$ cat src/bkc_pkg.sv
`default_nettype none

package bkc_pkg;

	localparam int unsigned DataW   = 8;
	localparam int unsigned CfgIdxW = 2;

	typedef logic [DataW-1:0]   byte_t;
	typedef logic [CfgIdxW-1:0] cfg_idx_t;

	// register indexes of the configuration port
	localparam cfg_idx_t CFG_INITIAL_KEY     = 2'd0;
	localparam cfg_idx_t CFG_INITIAL_COUNTER = 2'd1;

	// reset values of the keystream state
	localparam byte_t KEY_RESET     = 8'b1011_0010;
	localparam byte_t COUNTER_RESET = 8'b0010_1000;

	// x / 9 for x < 256 equals (x * 57) >> 9
	localparam int unsigned Mod9Mult  = 57;
	localparam int unsigned Mod9Shift = 9;
	localparam int unsigned Mod9ProdW = 14;

	// output mask codes
	localparam byte_t MASK_EVEN = 8'h55;
	localparam byte_t MASK_ODD  = 8'hAA;
	localparam byte_t MASK_ALL  = 8'hFF;

	// rewrite bits top down, each xored with the bit one or two places up (wrapping modulo 8),
	// then count up by one
	function automatic byte_t advance_counter(input byte_t key, input byte_t cnt);
		byte_t      t;
		logic [2:0] nb;
		t = cnt;
		for (int i = DataW - 1; i >= 0; i--) begin
			nb   = key[i] ? 3'(i + 1) : 3'(i + 2);
			t[i] = t[i] ^ t[nb];
		end
		return t + byte_t'(1);
	endfunction

	// pick the mask from the counter's residue mod 9
	function automatic byte_t select_mask(input byte_t cnt);
		logic [Mod9ProdW-1:0] prod;
		byte_t                quot;
		logic [3:0]           rem;
		byte_t                mask;
		prod = Mod9ProdW'(cnt) * Mod9ProdW'(Mod9Mult);
		quot = byte_t'(prod >> Mod9Shift);
		rem  = 4'(cnt - byte_t'(quot * byte_t'(9)));
		if (rem < 4'd3) begin
			mask = MASK_EVEN;
		end else if (rem < 4'd6) begin
			mask = MASK_ODD;
		end else begin
			mask = MASK_ALL;
		end
		return mask;
	endfunction

endpackage

`default_nettype wire

$ cat src/byte_keystream_cipher.sv
`default_nettype none

// Byte stream cipher: every input beat carries one byte (tdata) and a start
// flag (tuser); every byte yields one output byte, data XOR a mask of the
// advanced keystream counter, so encryption and decryption are the same
// operation. A start flag reloads key and counter from the initial_key and
// initial_counter registers before that byte; writes to those registers act
// only at the next start. One byte per clock is sustained while the output
// accepts: the input stage register feeds the combinational counter logic,
// whose result the output register captures. Config writes are always
// accepted and must be made while no bytes are in flight.
module byte_keystream_cipher (
	input  wire                    clk,
	input  wire                    arst_n,
	// input stream
	input  wire                    s_axis_tvalid,
	output logic                   s_axis_tready,
	input  wire  [7:0]             s_axis_tdata,  // [7:0] data_in
	input  wire                    s_axis_tuser,  // [0] start_message
	// output stream
	output logic                   m_axis_tvalid,
	input  wire                    m_axis_tready,
	output logic [7:0]             m_axis_tdata,  // [7:0] data_out
	// config writes
	input  wire                    cfg_valid,
	output logic                   cfg_ready,
	input  wire  bkc_pkg::cfg_idx_t cfg_index,
	input  wire  bkc_pkg::byte_t   cfg_data
);
	import bkc_pkg::*;

	byte_t initial_key_q;
	byte_t initial_counter_q;
	byte_t key_q;
	byte_t counter_q;

	logic  valid_s1;
	byte_t data_s1;
	logic  start_s1;

	logic  advance;
	byte_t key_cur;
	byte_t cnt_cur;
	byte_t cnt_next;
	byte_t result;

	// config registers
	assign cfg_ready = 1'b1;

	always_ff @(posedge clk or negedge arst_n) begin
		if (!arst_n) begin
			initial_key_q     <= KEY_RESET;
			initial_counter_q <= COUNTER_RESET;
		end else if (cfg_valid && cfg_ready) begin
			case (cfg_index)
				CFG_INITIAL_KEY:     initial_key_q     <= cfg_data;
				CFG_INITIAL_COUNTER: initial_counter_q <= cfg_data;
				default: ;
			endcase
		end
	end

	// handshake: stage 1 moves on when the output register is free or drains
	assign advance       = valid_s1 && (!m_axis_tvalid || m_axis_tready);
	assign s_axis_tready = !valid_s1 || advance;

	// input stage
	always_ff @(posedge clk or negedge arst_n) begin
		if (!arst_n) begin
			valid_s1 <= 1'b0;
		end else if (s_axis_tready) begin
			valid_s1 <= s_axis_tvalid;
		end
	end

	always_ff @(posedge clk) begin
		if (s_axis_tvalid && s_axis_tready) begin
			data_s1  <= s_axis_tdata;
			start_s1 <= s_axis_tuser;
		end
	end

	// keystream step
	always_comb begin
		key_cur  = start_s1 ? initial_key_q : key_q;
		cnt_cur  = start_s1 ? initial_counter_q : counter_q;
		cnt_next = advance_counter(key_cur, cnt_cur);
		result   = data_s1 ^ (cnt_next & select_mask(cnt_next));
	end

	// keystream state
	always_ff @(posedge clk or negedge arst_n) begin
		if (!arst_n) begin
			key_q     <= KEY_RESET;
			counter_q <= COUNTER_RESET;
		end else if (advance) begin
			key_q     <= key_cur + byte_t'(1);
			counter_q <= cnt_next;
		end
	end

	// output register
	always_ff @(posedge clk or negedge arst_n) begin
		if (!arst_n) begin
			m_axis_tvalid <= 1'b0;
		end else if (advance) begin
			m_axis_tvalid <= 1'b1;
		end else if (m_axis_tready) begin
			m_axis_tvalid <= 1'b0;
		end
	end

	always_ff @(posedge clk) begin
		if (advance) begin
			m_axis_tdata <= result;
		end
	end

endmodule

`default_nettype wire
$ cat config.mk
export PLATFORM = sky130hd
export DESIGN_NAME = byte_keystream_cipher
export DESIGN_NICKNAME = d
export VERILOG_FILES = /design/src/bkc_pkg.sv /design/src/byte_keystream_cipher.sv
export SDC_FILE = /design/constraint.sdc
export NUM_CORES = 1
export LEC_CHECK = 0
export BUFFER_PORTS_ARGS = -buffer_cell sky130_fd_sc_hd__buf_4
export CAP_MARGIN = 25
export CORE_ASPECT_RATIO = 2
export CORE_UTILIZATION = 44
export DETAILED_ROUTE_END_ITERATION = 7
export PLACE_DENSITY = 0.7
export SLEW_MARGIN = 20
export SYNTH_ARGS = -nofsm -noshare
export SYNTH_HDL_FRONTEND = slang
export SYNTH_SLANG_ARGS = --single-unit
$ cat constraint.sdc
create_clock -name clk -period 12.56 [get_ports clk]
set_input_delay 1.884 -clock clk [delete_from_list [all_inputs] [get_ports clk]]
set_output_delay 1.884 -clock clk [all_outputs]
set_load 0.02 [all_outputs]
# After elaboration in Yosys (flattened, before gate mapping)
# Index checks and enable logic that the tools add are counted.
word_totals:
  regBits: 51
  latch_bits: 0
  mem_bits_rw: 0
  rom_bits: 0
  inputBits: 24
  out_inout_bits: 11
  word_cells: 75
  n_memories: 0
classes:
  add_sub_neg: 3
  n_mul: 2
  div_mod_pow: 0
  order_cmp: 10
  eq_ne: 1
  shifts: 0
  mux: 30
  bitwise_logic: 10
  n_reduce_logical: 10
ops:
  columns: ["cell", "n"]
  rows:
  - ["$bmux W1 S3", 8]
  - ["$mux W8", 3]
  - ["$lt A3 B4 Y1 const B", 5]
  - ["$add A8 B1 Y8 const B", 2]
  - ["$mul A8 B6 Y14 const B", 1]
  - ["$mux W1", 14]
  - ["$and A8 B8 Y8", 1]
  - ["$lt A2 B4 Y1 const B", 2]
  - ["$xor A1 B1 Y1", 8]
  - ["$xor A8 B8 Y8", 1]
  - ["$mux W7", 1]
  - ["$mux W3", 2]
  - ["$mul A5 B4 Y4 const B", 1]
  - ["$lt A1 B4 Y1 const B", 1]
  - ["$lt A4 B2 Y1 const B", 1]
  - ["$lt A4 B3 Y1 const B", 1]
  - ["$mux W2", 2]
  - ["$reduce_and A2 Y1", 2]
  - ["$sub A4 B4 Y4", 1]
  - ["$eq A2 B1 Y1 const B", 1]
  - ["$logic_and A1 B1 Y1", 2]
  - ["$logic_not A1 Y1", 2]
  - ["$logic_not A2 Y1", 1]
  - ["$logic_or A1 B1 Y1", 2]
  - ["$reduce_bool A2 Y1", 1]

# Depth between registers and ports, before layout
# Gate-level depths: netlist (run 1).
depth:
  depth_word: 35
  mapped_depth: 40

# Worst setup path after synthesis (run 1)
# Ideal clock, no wire load.
synth_path:
  kind: "reg2reg"
  start: "reg start_s1"
  end: "reg m_axis_tdata[6] (data pin)"
  arrival_time_ns: 8.696
  t_required_ns: 12.297
  path_slack_ns: 3.602
  stages_incl_launch_ff: 36
  period_less_slack_ns: 8.958
  cell_sequence: "edfxtp_1 > buf_6 > mux2i_1 > mux2i_2 > xnor2_1 > a221o_1 > or3_1 > and2_4 > o2111a_1 > a21o_1 > and2_1 > buf_2 > inv_1 > nor2_1 > a21oi_1 > xnor2_1 > ha_1 > and3_1 > nand2_1 > xnor2_1 > inv_1 > fa_1 > ha_1 > ha_1 > ha_1 > clkbuf_1 > inv_1 > o31a_1 > xnor2_1 > fa_1 > fa_1 > xor2_1 > xnor2_1 > a211oi_1 > a21oi_1 > xor2_1"
synth_between:
  elab_chain_len: 35
  elab_cells_between_ends: 44
synth_rtl:
  columns: ["element", "line", "text"]
  rows:
  - ["start: declaration", "byte_keystream_cipher.sv:39", "logic start_s1;"]
  - ["start signal: assignment", "byte_keystream_cipher.sv:79", "start_s1 <= s_axis_tuser;"]
  - ["$mux W8", "byte_keystream_cipher.sv:85", "key_cur = start_s1 ? initial_key_q : key_q;"]
  - ["$mux W1", "bkc_pkg.sv:36", "nb = key[i] ? 3'(i + 1) : 3'(i + 2);"]
  - ["$bmux W1 S3", "bkc_pkg.sv:37", "t[i] = t[i] ^ t[nb];"]
  - ["$mux W1 (implied by the code)", "bkc_pkg.sv:37", null]
  - ["$xor A1 B1 Y1", "bkc_pkg.sv:37", null]
  - ["$bmux W1 S3", "bkc_pkg.sv:37", null]
  - ["$mux W1 (implied by the code)", "bkc_pkg.sv:37", null]
  - ["$xor A1 B1 Y1", "bkc_pkg.sv:37", null]
  - ["(+19 left out)", null, null]
  - ["net cnt_next[6]", "byte_keystream_cipher.sv:44", "byte_t cnt_next;"]
  - ["(+1 left out)", null, null]
  - ["$mul A5 B4 Y4", "bkc_pkg.sv:50", "rem = 4'(cnt - byte_t'(quot * byte_t'(9)));"]
  - ["$sub A4 B4 Y4", "bkc_pkg.sv:50", null]
  - ["$lt A4 B3 Y1", "bkc_pkg.sv:53", "end else if (rem < 4'd6) begin"]
  - ["$mux W7", "bkc_pkg.sv:53", null]
  - ["$mux W8", "bkc_pkg.sv:51", "if (rem < 4'd3) begin"]
  - ["$and A8 B8 Y8 (*)", "byte_keystream_cipher.sv:88", "result = data_s1 ^ (cnt_next & select_mask(cnt_next));"]
  - ["$xor A8 B8 Y8 (*)", "byte_keystream_cipher.sv:88", null]
  - ["net result[6]", "byte_keystream_cipher.sv:45", "byte_t result;"]
  - ["end signal: assignment", "byte_keystream_cipher.sv:115", "m_axis_tdata <= result;"]
  - ["end: declaration", "byte_keystream_cipher.sv:23", "output logic [7:0] m_axis_tdata,"]
# Mark *: on every way through the listed nets, which the timed path passes. The rest lies on a longest branch. The select of a mux whose other input is x is not followed.
# A chain may end at the register's enable or synchronous reset.

# Final worst setup path (run 1)
layout_path:
  start: "reg start_s1"
  end: "reg m_axis_tdata[0] (data pin)"
layout_between:
  elab_chain_len: 35
  elab_cells_between_ends: 44
layout_rtl:
  columns: ["element", "line"]
  rows:
  - ["$mux W8", "byte_keystream_cipher.sv:85"]
  - ["$mux W1", "bkc_pkg.sv:36"]
  - ["$bmux W1 S3", "bkc_pkg.sv:37"]
  - ["$mux W1 (implied by the code)", "bkc_pkg.sv:37"]
  - ["$xor A1 B1 Y1", "bkc_pkg.sv:37"]
  - ["$bmux W1 S3", "bkc_pkg.sv:37"]
  - ["$mux W1 (implied by the code)", "bkc_pkg.sv:37"]
  - ["$xor A1 B1 Y1", "bkc_pkg.sv:37"]
  - ["(+19 left out)", null]
  - ["net cnt_next[6]", "byte_keystream_cipher.sv:44"]
  - ["(+1 left out)", null]
  - ["$mul A5 B4 Y4 (*)", "bkc_pkg.sv:50"]
  - ["$sub A4 B4 Y4 (*)", "bkc_pkg.sv:50"]
  - ["$lt A4 B3 Y1", "bkc_pkg.sv:53"]
  - ["$mux W7", "bkc_pkg.sv:53"]
  - ["$mux W8 (*)", "bkc_pkg.sv:51"]
  - ["$and A8 B8 Y8 (*)", "byte_keystream_cipher.sv:88"]
  - ["$xor A8 B8 Y8 (*)", "byte_keystream_cipher.sv:88"]
  - ["net result[0]", "byte_keystream_cipher.sv:45"]
# Marked as above.

==> results of run 1 <==
## kinds of logic after synthesis
family | Yosys count | share of synthesized area [%]
xor+xnor | 43 | 10.4
compound gates | 87 | 15.0
flops | 51 | 34.8
buf+inv | 32 | 3.54
fa+ha+maj | 34 | 12.0
simple gates | 83 | 10.1
other cells | 1 | 0.0948
mux | 50 | 14.1
## routing by layer
metal | part of all wire, % | up-vias
met5 | 0 | -
met4 | 4.8 | 0
met3 | 1.7 | 27
met2 | 59 | 60
met1 | 34 | 1476
li1 | - | 1442
## registers in the layout, indices dropped and copies added, names as in the netlist
register           count
counter_q              8
data_s1                8
initial_counter_q      8
initial_key_q          8
key_q                  8
m_axis_tdata           8
m_axis_tvalid          1
start_s1               1
valid_s1               1
## worst max-delay path, delay by kind of cell (launching register included)
family | cells | cell delay, ns
AOI/OAI and AO/OA | 8 | 2.33
xor gates and xnor gates | 7 | 2.11
adders and majority gates | 7 | 2.97
buffers and inverters | 4 | 0.89
DFF | 1 | 0.33
muxes | 2 | 0.85
and+or+nand+nor | 5 | 0.93
## layout by cell type (no fill, tap or decap), drive strengths merged, types with 14 or more instances in the layout
cell and n:
dfrtp 22, nor2 14, nand2 34, o21ai 22, buf 37, inv 22, xnor2 30, edfxtp 17
ha 25, a21oi 26, mux2 31, mux2i 19
## worst paths after layout
kind	from	to	slack (ns)	cells after the start
worst max-delay path	start_s1	m_axis_tdata[0]	1.90	33
worst min-delay path	counter_q[2]	counter_q[2]	0.48	2
worst max register to register	start_s1	m_axis_tdata[0]	1.90	33
worst min register to register	counter_q[2]	counter_q[2]	0.48	2
max in group asynchronous	arst_n	initial_key_q[4]	10.68	1
min in group asynchronous	arst_n	initial_counter_q[7]	1.53	1
## Yosys cell counts (2+ instances only)
library cell | n | share of area (%)
buf_6 | 2 | 0.57
xnor2_2 | 3 | 1.2
o21ai_0 | 19 | 2.4
xor2_1 | 12 | 2.7
nor2_1 | 14 | 1.3
o211a_1 | 2 | 0.51
edfxtp_1 | 17 | 13
mux2i_1 | 14 | 3.5
nand2_1 | 34 | 3.2
o21ai_1 | 2 | 0.25
nand2b_1 | 4 | 0.63
o31a_1 | 2 | 0.44
dfrtp_1 | 22 | 14
inv_1 | 21 | 2.0
a21o_1 | 6 | 1.1
xnor2_1 | 27 | 6.0
nand3_1 | 6 | 0.76
fa_1 | 7 | 3.5
nand3b_1 | 2 | 0.38
a211o_1 | 3 | 0.66
dfstp_2 | 12 | 8.0
and2_1 | 3 | 0.47
a211oi_1 | 6 | 1.1
nand4_1 | 4 | 0.63
maj3_1 | 2 | 0.51
nor3_1 | 5 | 0.63
mux2i_2 | 5 | 1.7
o21a_1 | 2 | 0.38
ha_1 | 25 | 7.9
o31ai_1 | 2 | 0.38
mux2_2 | 30 | 8.5
a21oi_1 | 25 | 3.2
and3_1 | 4 | 0.63
clkbuf_1 | 6 | 0.57
## final cells by class
| type | count | area (um2) | area share [%] |
|---|---|---|---|
| multi-input combinational | 298 | 2440 | 54.9 |
| sequential | 51 | 1380 | 30.9 |
| timing repair buffer | 37 | 278 | 6.24 |
| clock buffer | 5 | 125 | 2.81 |
| tap | 100 | 125 | 2.81 |
| inverter | 22 | 82.6 | 1.86 |
| clock inverter | 3 | 20.0 | 0.450 |
## metrics by stage
stage / utilization [%] / instance area, um2 / instances / hold WS (ns) / setup slack (ns)
6_report: 51.4 / 4450 / 516 / 0.483 / 1.90
3_5_place_dp: 49.8 / 4300 / 508 / 0.470 / 1.99
3_3_place_gp: 49.8 / 4300 / 508 / 0.464 / 2.15
4_1_cts: 51.4 / 4450 / 516 / 0.487 / 1.91
2_1_floorplan: - / 3960 / 381 / 0.446 / 3.60
5_1_grt: 51.4 / 4450 / 516 / 0.499 / 1.29
==> summary.txt, run 1 <==
Logic synthesis
  • Post-synthesis average cell area: 10.4 um2
  • FF+latch count, synth: 51
  • Seq/Total Area, Yosys: a little over a third
  • Synth warn: 0
  • Synthesized netlist cell count: 381
  • Share of flip-flops with an asynchronous set or reset: 66.7%
  • Syn Std Cell Area: 3960 um2
  • Post-synth cell types: 65
  • Synth Flop Type: dfrtp_1
  • Post-synth EDFFs: 17
  • Post-Synthesis Net Count: 437

Drt
  • Via count: 3005
  • Drt first pass iters: 4
  • Detailed Route Iter0 Violations: around 180
  • Final wirelength: 9.38 mm
  • Drt wl/cell: 18.2 um
  • DR vias/cell: 5.82
  • DRT antenna net count: 0
  • Number of remaining DRC errors: 0

Clock tree
  • H-tree levels: 2
  • Clock Sinks: 51
  • Post_cts resized: 0
  • CTS tree: done
  • Postcts setup bufs: 0
  • Worst skew pair latency: 0.29 ns
  • CTS clk-pin slew, worst paths: 0.07 ns
  • Clk root buf: clkbuf_16
  • Worst-case clock buffer depth: 2
  • CTS Hold Bufs: 0
  • Number of CTS-inserted buffers: 5

Global routing
  • Met2 usage: 41.0%
  • Initial antenna violation count: 0
  • GRT Resource Usage Total: 20.6%
  • Grt ovf: 0
  • Met3 global-route usage: 2.22%
  • Largest net degree at the start of global routing: 35
  • First-pass GRT wire length: 15.0 mm
  • Vias in the first global route: roughly 3100
  • Global Route met1 Usage: 19.3%
  • Grt peak-use layer: met2

Timing
  • TNS Setup: 0 ns
  • Tmin final: between 10 and 15 ns
  • Unrepaired setup endpoints after global routing: false
  • Final Skew: approximately 0.0056 ns
  • Final setup fails: 0
  • Fin. max-slew vios: 0
  • Max Freq: roughly 94 MHz
  • Period Utilization, post-route: 84.9%
  • Worst slew margin: 39.3%
  • Final hold violation count: 0
  • Slew @ Worst Pin: 0.904 ns

Floorplanning
  • Die span in x: 69.1 um
  • Die height: 136 um
  • Row Count: 48
  • Core footprint: 8650 um2
  • Total die area: 9400 um2
  • Initial core utilization: 45.8%
  • I/O pins: 35

Critical path
  • Kind of critical path: reg2reg
  • Worst Path Max Fanout: 29
  • WP data required: approximately 13 ns
  • Max stage delay cell, worst path: xnor2_1
  • Crit start category: flop
  • Crit. End Element: flop
  • Worst Path Arrival: 10.70 ns
  • Critical Path Most Common Cell: xnor2_1
  • Max incr delay on CP: between 0.7 and 0.8 ns

Cells and area
  • # fillers: 814
  • Share of cells above drive strength 1: 25.2%
  • Final-stage net count: 471
  • Antenna Cells: 0
  • Layout area overhead: 12.4%

Worst hold path
  • Hold Path Class: reg2reg

Place
  • PortBufs: 33
  • Hpwl dp: between 7 and 8 mm
  • Final Wtd Congestion: 0.934

Status
  • Status: finished, final reports clean

Job
  • Max-cap viol count: 0
Power of run 1 is left out: the tool's default activity adds up to more than one toggle a clock period on the data nets, which glitch-free logic cannot reach.
==> run 2: changes to the inputs <==
- clock period: 12.56 -> 10.2 ns (I/O delays scaled with it)
==> run 2 against run 1 <==
Against the previous run:
- wire length grew 0.89%
- die area is the same
- global-route usage is essentially flat
- register-to-register slack lost 1.4 ns
- maximum frequency grew 9.9%
- critical path type unchanged
- critical path depth shrank 1
- highest routed layer unchanged
==> summary.txt, run 2 (synthesis results as in run 1) <==
Global routing
  • GRT Resource Usage Total: 20.6%
  • Grt ovf: 0
  • Largest net degree at the start of global routing: 35
  • Initial antenna violation count: 0
  • Vias in the first global route: about 3100
  • First-pass GRT wire length: ~15 mm

Job
  • Max-cap viol count: 0

Critical path
  • Worst r2r src: start_s1
  • Reg2Reg Setup Slack: 0.50 ns
  • Max incr delay on CP: 0.51 ns
  • R2R cell count: 32
  • Max stage delay cell, worst path: fa_1
  • Crit start category: flop
  • WP data required: slightly above 10 ns
  • Crit path buf inv count: 3
  • Worst Path Arrival: 9.73 ns
  • R2R Path End: m_axis_tdata[2]
  • Crit. End Element: flop
  • Kind of critical path: reg2reg
  • Worst Path Max Fanout: 11
  • Critical Path Most Common Cell: xnor2_1
  • CP top delay family: compound AO/OA/AOI/OAI gates

Floorplanning
  • Die span in x: 69.1 um
  • Die height: 136 um
  • I/O pins: 35
  • Initial core utilization: 45.8%
  • Row Count: between 40 and 50
  • Total die area: 9400 um2
  • Core footprint: 8650 um2

Timing
  • Fin. max-slew vios: 0
  • Final hold violation count: 0
  • Unrepaired setup endpoints after global routing: false
  • Slew @ Worst Pin: 0.617 ns
  • Worst slew margin: 57.7%
  • Max Freq: 103 MHz
  • Final setup fails: 0
  • Period Utilization, post-route: between 90% and 100%
  • Final Skew: a little under 0.01 ns
  • TNS Setup: 0 ns
  • Tmin final: 9.70 ns

Clock tree
  • CTS tree: done
  • Clk root buf: clkbuf_16
  • Worst-case clock buffer depth: 2
  • CTS clk-pin slew, worst paths: roughly 0.07 ns
  • Number of CTS-inserted buffers: 5
  • H-tree levels: 2
  • Clock Sinks: 51
  • Worst skew pair latency: 0.30 ns

Cells and area
  • Antenna Cells: 0
  • # fillers: ~800
  • Finished Layout Cells: 529
  • Most frequent cells in the layout: 50 x buf_4, 34 x nand2_1, 30 x mux2_2, 26 x xnor2_1, 25 x ha_1
  • Commonest non-fill, non-tap cell in the layout: buf_4
  • Share of cells above drive strength 1: 28.7%
  • Final-stage net count: 484
  • Layout area overhead: 16.0%

Status
  • Status: finished, final reports clean

Drt
  • DRT antenna net count: 0
  • DR vias/cell: 5.79
  • Detailed Route Iter0 Violations: 142
  • Via count: 3064
  • Drt first pass iters: 4
  • Drt wl/cell: 17.9 um
  • Final wirelength: 9.46 mm
  • Number of remaining DRC errors: 0

Worst hold path
  • Worst hold path depth: 2
  • WHS Endpoint: key_q[5]
  • Startpoint of the worst hold path: key_q[5]
  • Hold Path Class: reg2reg

Place
  • Final Wtd Congestion: 0.877
  • Hpwl dp: 7.45 mm
  • PortBufs: 33
  • Dpl cells: around 520
==> run 2: cell types whose count changed in the layout (fill, tap and decap cells not counted) <==
| cell | before | now |
|---|---|---|
| xnor2_2 | 3 | 4 |
| a211oi_2 | 1 | 3 |
| a211oi_1 | 6 | 4 |
| xnor2_1 | 27 | 26 |
| a21oi_2 | 1 | 2 |
| bufinv_16 | 0 | 1 |
| clkinvlp_4 | 1 | 0 |
| clkinvlp_2 | 0 | 1 |
| clkinv_1 | 1 | 0 |
| buf_4 | 37 | 50 |
| a21oi_1 | 25 | 24 |
==> run 2: layout make-up <==
class,instances,area [um2],share of cell area [%]
multi-input cells,298,2460,53.6
flip-flops and latches,51,1380,30.0
repair buffers,50,375,8.18
clock buffers,5,125,2.73
well taps,100,125,2.73
inverters,22,82.6,1.80
clock inverters,3,43.8,0.954
==> run 2: per-layer routing <==
layer  track usage [%]  vias up  wire length (um)
li1                  -     1461                 -
met1              17.4     1478              3010
met2              41.7       84              5540
met3              2.30       41               295
met4              16.1        0               613
met5                 0        -                 0
==> run 2: timing repair <==
item	in CTS	in global routing
hold buffers	0	0
gates resized for setup	0	4
buffers inserted	0	6
endpoints found under the setup margin	0	8
==> run 2: worst max path at each step <==
stage,from,endpoint,slack [ns],cells after the start
final,start_s1,m_axis_tdata[2],0.50,32
after global routing,start_s1,m_axis_tdata[4],0.03,36
after CTS,start_s1,m_axis_tdata[2],0.14,33
after detailed placement,start_s1,m_axis_tdata[2],0.17,33
after global placement,start_s1,m_axis_tdata[2],0.37,31
after floorplan,start_s1,m_axis_tdata[6],1.24,35
==> run 2: per-stage QoR <==
step | hold slack [ns] | setup WS [ns] | area [um2] | util [%]
CTS | 0.497 | 0.140 | 4520 | 52.3
global placement | 0.459 | 0.367 | 4360 | 50.4
global route | 0.531 | 0.0274 | 4590 | 53.1
finish | 0.496 | 0.502 | 4590 | 53.1
floorplan | 0.446 | 1.24 | 3960 | -
detailed placement | 0.479 | 0.172 | 4360 | 50.4
==> run 2: tightest hold or removal path: cells and delay by family, from the launching register on <==
family,cells,cell delay (ns)
flip-flops,1,0.38
AO/OA/AOI/OAI,1,0.07
AND/OR/NAND/NOR,1,0.05
Power of run 2 is left out for the same reason.
==> run 3: changes to the inputs <==
- RECOVER_POWER: default -> 100
==> run 3 against run 2 <==
Against the previous run:
- the run now ends with max-capacitance violations, max-slew violations left
- final cell count unchanged
- clock skew up 0.00092 ns
- core utilization down 0.65 points
- hold slack worse by 0.0031 ns
- sequential share of layout area up 0.37 points
- flip-flop and latch count unchanged
- critical path type unchanged
- critical endpoint unchanged
- highest routed layer unchanged
==> summary.txt, run 3 (synthesis results as in run 1) <==
Drt
  • Number of remaining DRC errors: 0
  • DR vias/cell: 5.83
  • Top sig layer: met4
  • DRT antenna net count: 0
  • Final wirelength: 9.46 mm
  • Met3 wire len: between 200 and 300 um
  • Via count: 3082
  • Detailed Route Iter0 Violations: around 170
  • DRT met1 WL: around 3 mm
  • Drt first pass iters: 4
  • Metal2 WL: 5.51 mm
  • Drt wl/cell: 17.9 um

Clock tree
  • Worst skew pair latency: approximately 0.30 ns
  • CTS clk-pin slew, worst paths: 0.08 ns
  • Worst-case clock buffer depth: 2
  • CTS tree: done
  • Clk root buf: clkbuf_16
  • CTS Hold Bufs: 0
  • Clock Sinks: 51
  • Number of CTS-inserted buffers: 5
  • H-tree levels: 2

Floorplanning
  • Initial core utilization: between 40% and 50%
  • I/O pins: 35
  • Total die area: between 9000 and 10000 um2
  • Die span in x: 69.1 um
  • Die height: 136 um
  • Core footprint: 8650 um2
  • Row Count: 48

Place
  • Final Wtd Congestion: 0.877
  • Hpwl dp: 7.45 mm
  • PortBufs: 33

Timing
  • Worst slew margin: -25.2%
  • Fin. max-slew vios: 35
  • Final hold violation count: 0
  • Period Utilization, post-route: 95.0%
  • Slew @ Worst Pin: roughly 1.9 ns
  • Final Skew: 0.0107 ns
  • Max Freq: 103 MHz
  • Final setup fails: 0
  • Tmin final: 9.69 ns
  • Unrepaired setup endpoints after global routing: false
  • TNS Setup: 0 ns

Worst hold path
  • WHS Endpoint: key_q[5]
  • Worst hold path depth: 2
  • Startpoint of the worst hold path: key_q[5]
  • Hold Path Class: reg2reg

Global routing
  • GRT Resource Usage Total: 20.6%
  • Initial antenna violation count: 0
  • First-pass GRT wire length: 14.9 mm
  • Largest net degree at the start of global routing: 35
  • Vias in the first global route: roughly 3100
  • Grt ovf: 0

Critical path
  • R2R cell count: 32
  • Max incr delay on CP: 0.51 ns
  • Crit start category: flop
  • R2R Path End: m_axis_tdata[2]
  • Worst Path Max Fanout: 11
  • Worst Path Arrival: 9.72 ns
  • Crit. End Element: flop
  • Worst r2r src: start_s1
  • Critical Path Most Common Cell: xnor2_1
  • Kind of critical path: reg2reg
  • CP top delay family: compound AO/OA/AOI/OAI gates
  • Crit path buf inv count: 3
  • Max stage delay cell, worst path: fa_1
  • Reg2Reg Setup Slack: 0.51 ns
  • WP data required: 10.24 ns

Status
  • Failing checks: max-capacitance violations, max-slew violations
  • Status: finished, violations left

Cells and area
  • # fillers: ~800
  • Share of cells above drive strength 1: 25.4%
  • Final-stage net count: 484
  • Commonest non-fill, non-tap cell in the layout: nand2_1
  • Most frequent cells in the layout: 34 x nand2_1, 30 x mux2_2, 26 x xnor2_1, 26 x buf_4, 25 x ha_1
  • Antenna Cells: 0
  • Layout area overhead: 14.6%

Job
  • Max-cap viol count: 1
==> run 3: per-layer routing <==
metal	vias up	GRT usage, %
met5	-	0
met4	0	16.1
met3	43	2.30
met2	87	41.7
met1	1486	17.4
li1	1466	-
==> run 3: layout make-up <==
class / count / area [um2] / area share [%]
repair buffers: 50 / 327 / 7.20
inverters: 22 / 82.6 / 1.82
multi-input cells: 298 / 2450 / 54.1
well taps: 100 / 125 / 2.76
clock buffers: 5 / 125 / 2.76
clock inverters: 3 / 43.8 / 0.966
flip-flops and latches: 51 / 1380 / 30.4
==> run 3: how the worst max path moves through the flow <==
stage                         from              end  slack [ns]  cells after the start
after floorplan           start_s1  m_axis_tdata[6]        1.24                     35
after global placement    start_s1  m_axis_tdata[2]        0.37                     31
after detailed placement  start_s1  m_axis_tdata[2]        0.17                     33
after CTS                 start_s1  m_axis_tdata[2]        0.14                     33
after global routing      start_s1  m_axis_tdata[4]        0.02                     36
final                     start_s1  m_axis_tdata[2]        0.51                     32
==> run 3: tightest hold or removal path, cell delays in order (launching register included) <==
cell	delay [ns]
dfstp_2	0.38
nand2_1	0.04
o21ai_0	0.07
==> run 3: per-stage QoR <==
stage | hold slack (ns) | instance area (um2) | utilization [%] | setup WS (ns) | std cells
floorplan | 0.446 | 3960 | - | 1.24 | 381
global placement | 0.459 | 4360 | 50.4 | 0.367 | 515
detailed placement | 0.479 | 4360 | 50.4 | 0.172 | 515
CTS | 0.497 | 4520 | 52.3 | 0.140 | 523
global route | 0.531 | 4530 | 52.4 | 0.0239 | 529
finish | 0.493 | 4530 | 52.4 | 0.512 | 529
==> run 3: repair_timing <==
item | CTS | global route
setup endpoints to repair | 0 | 8
setup buffers | 0 | 6
resized for setup | 0 | 4
Power of run 3 is left out for the same reason.
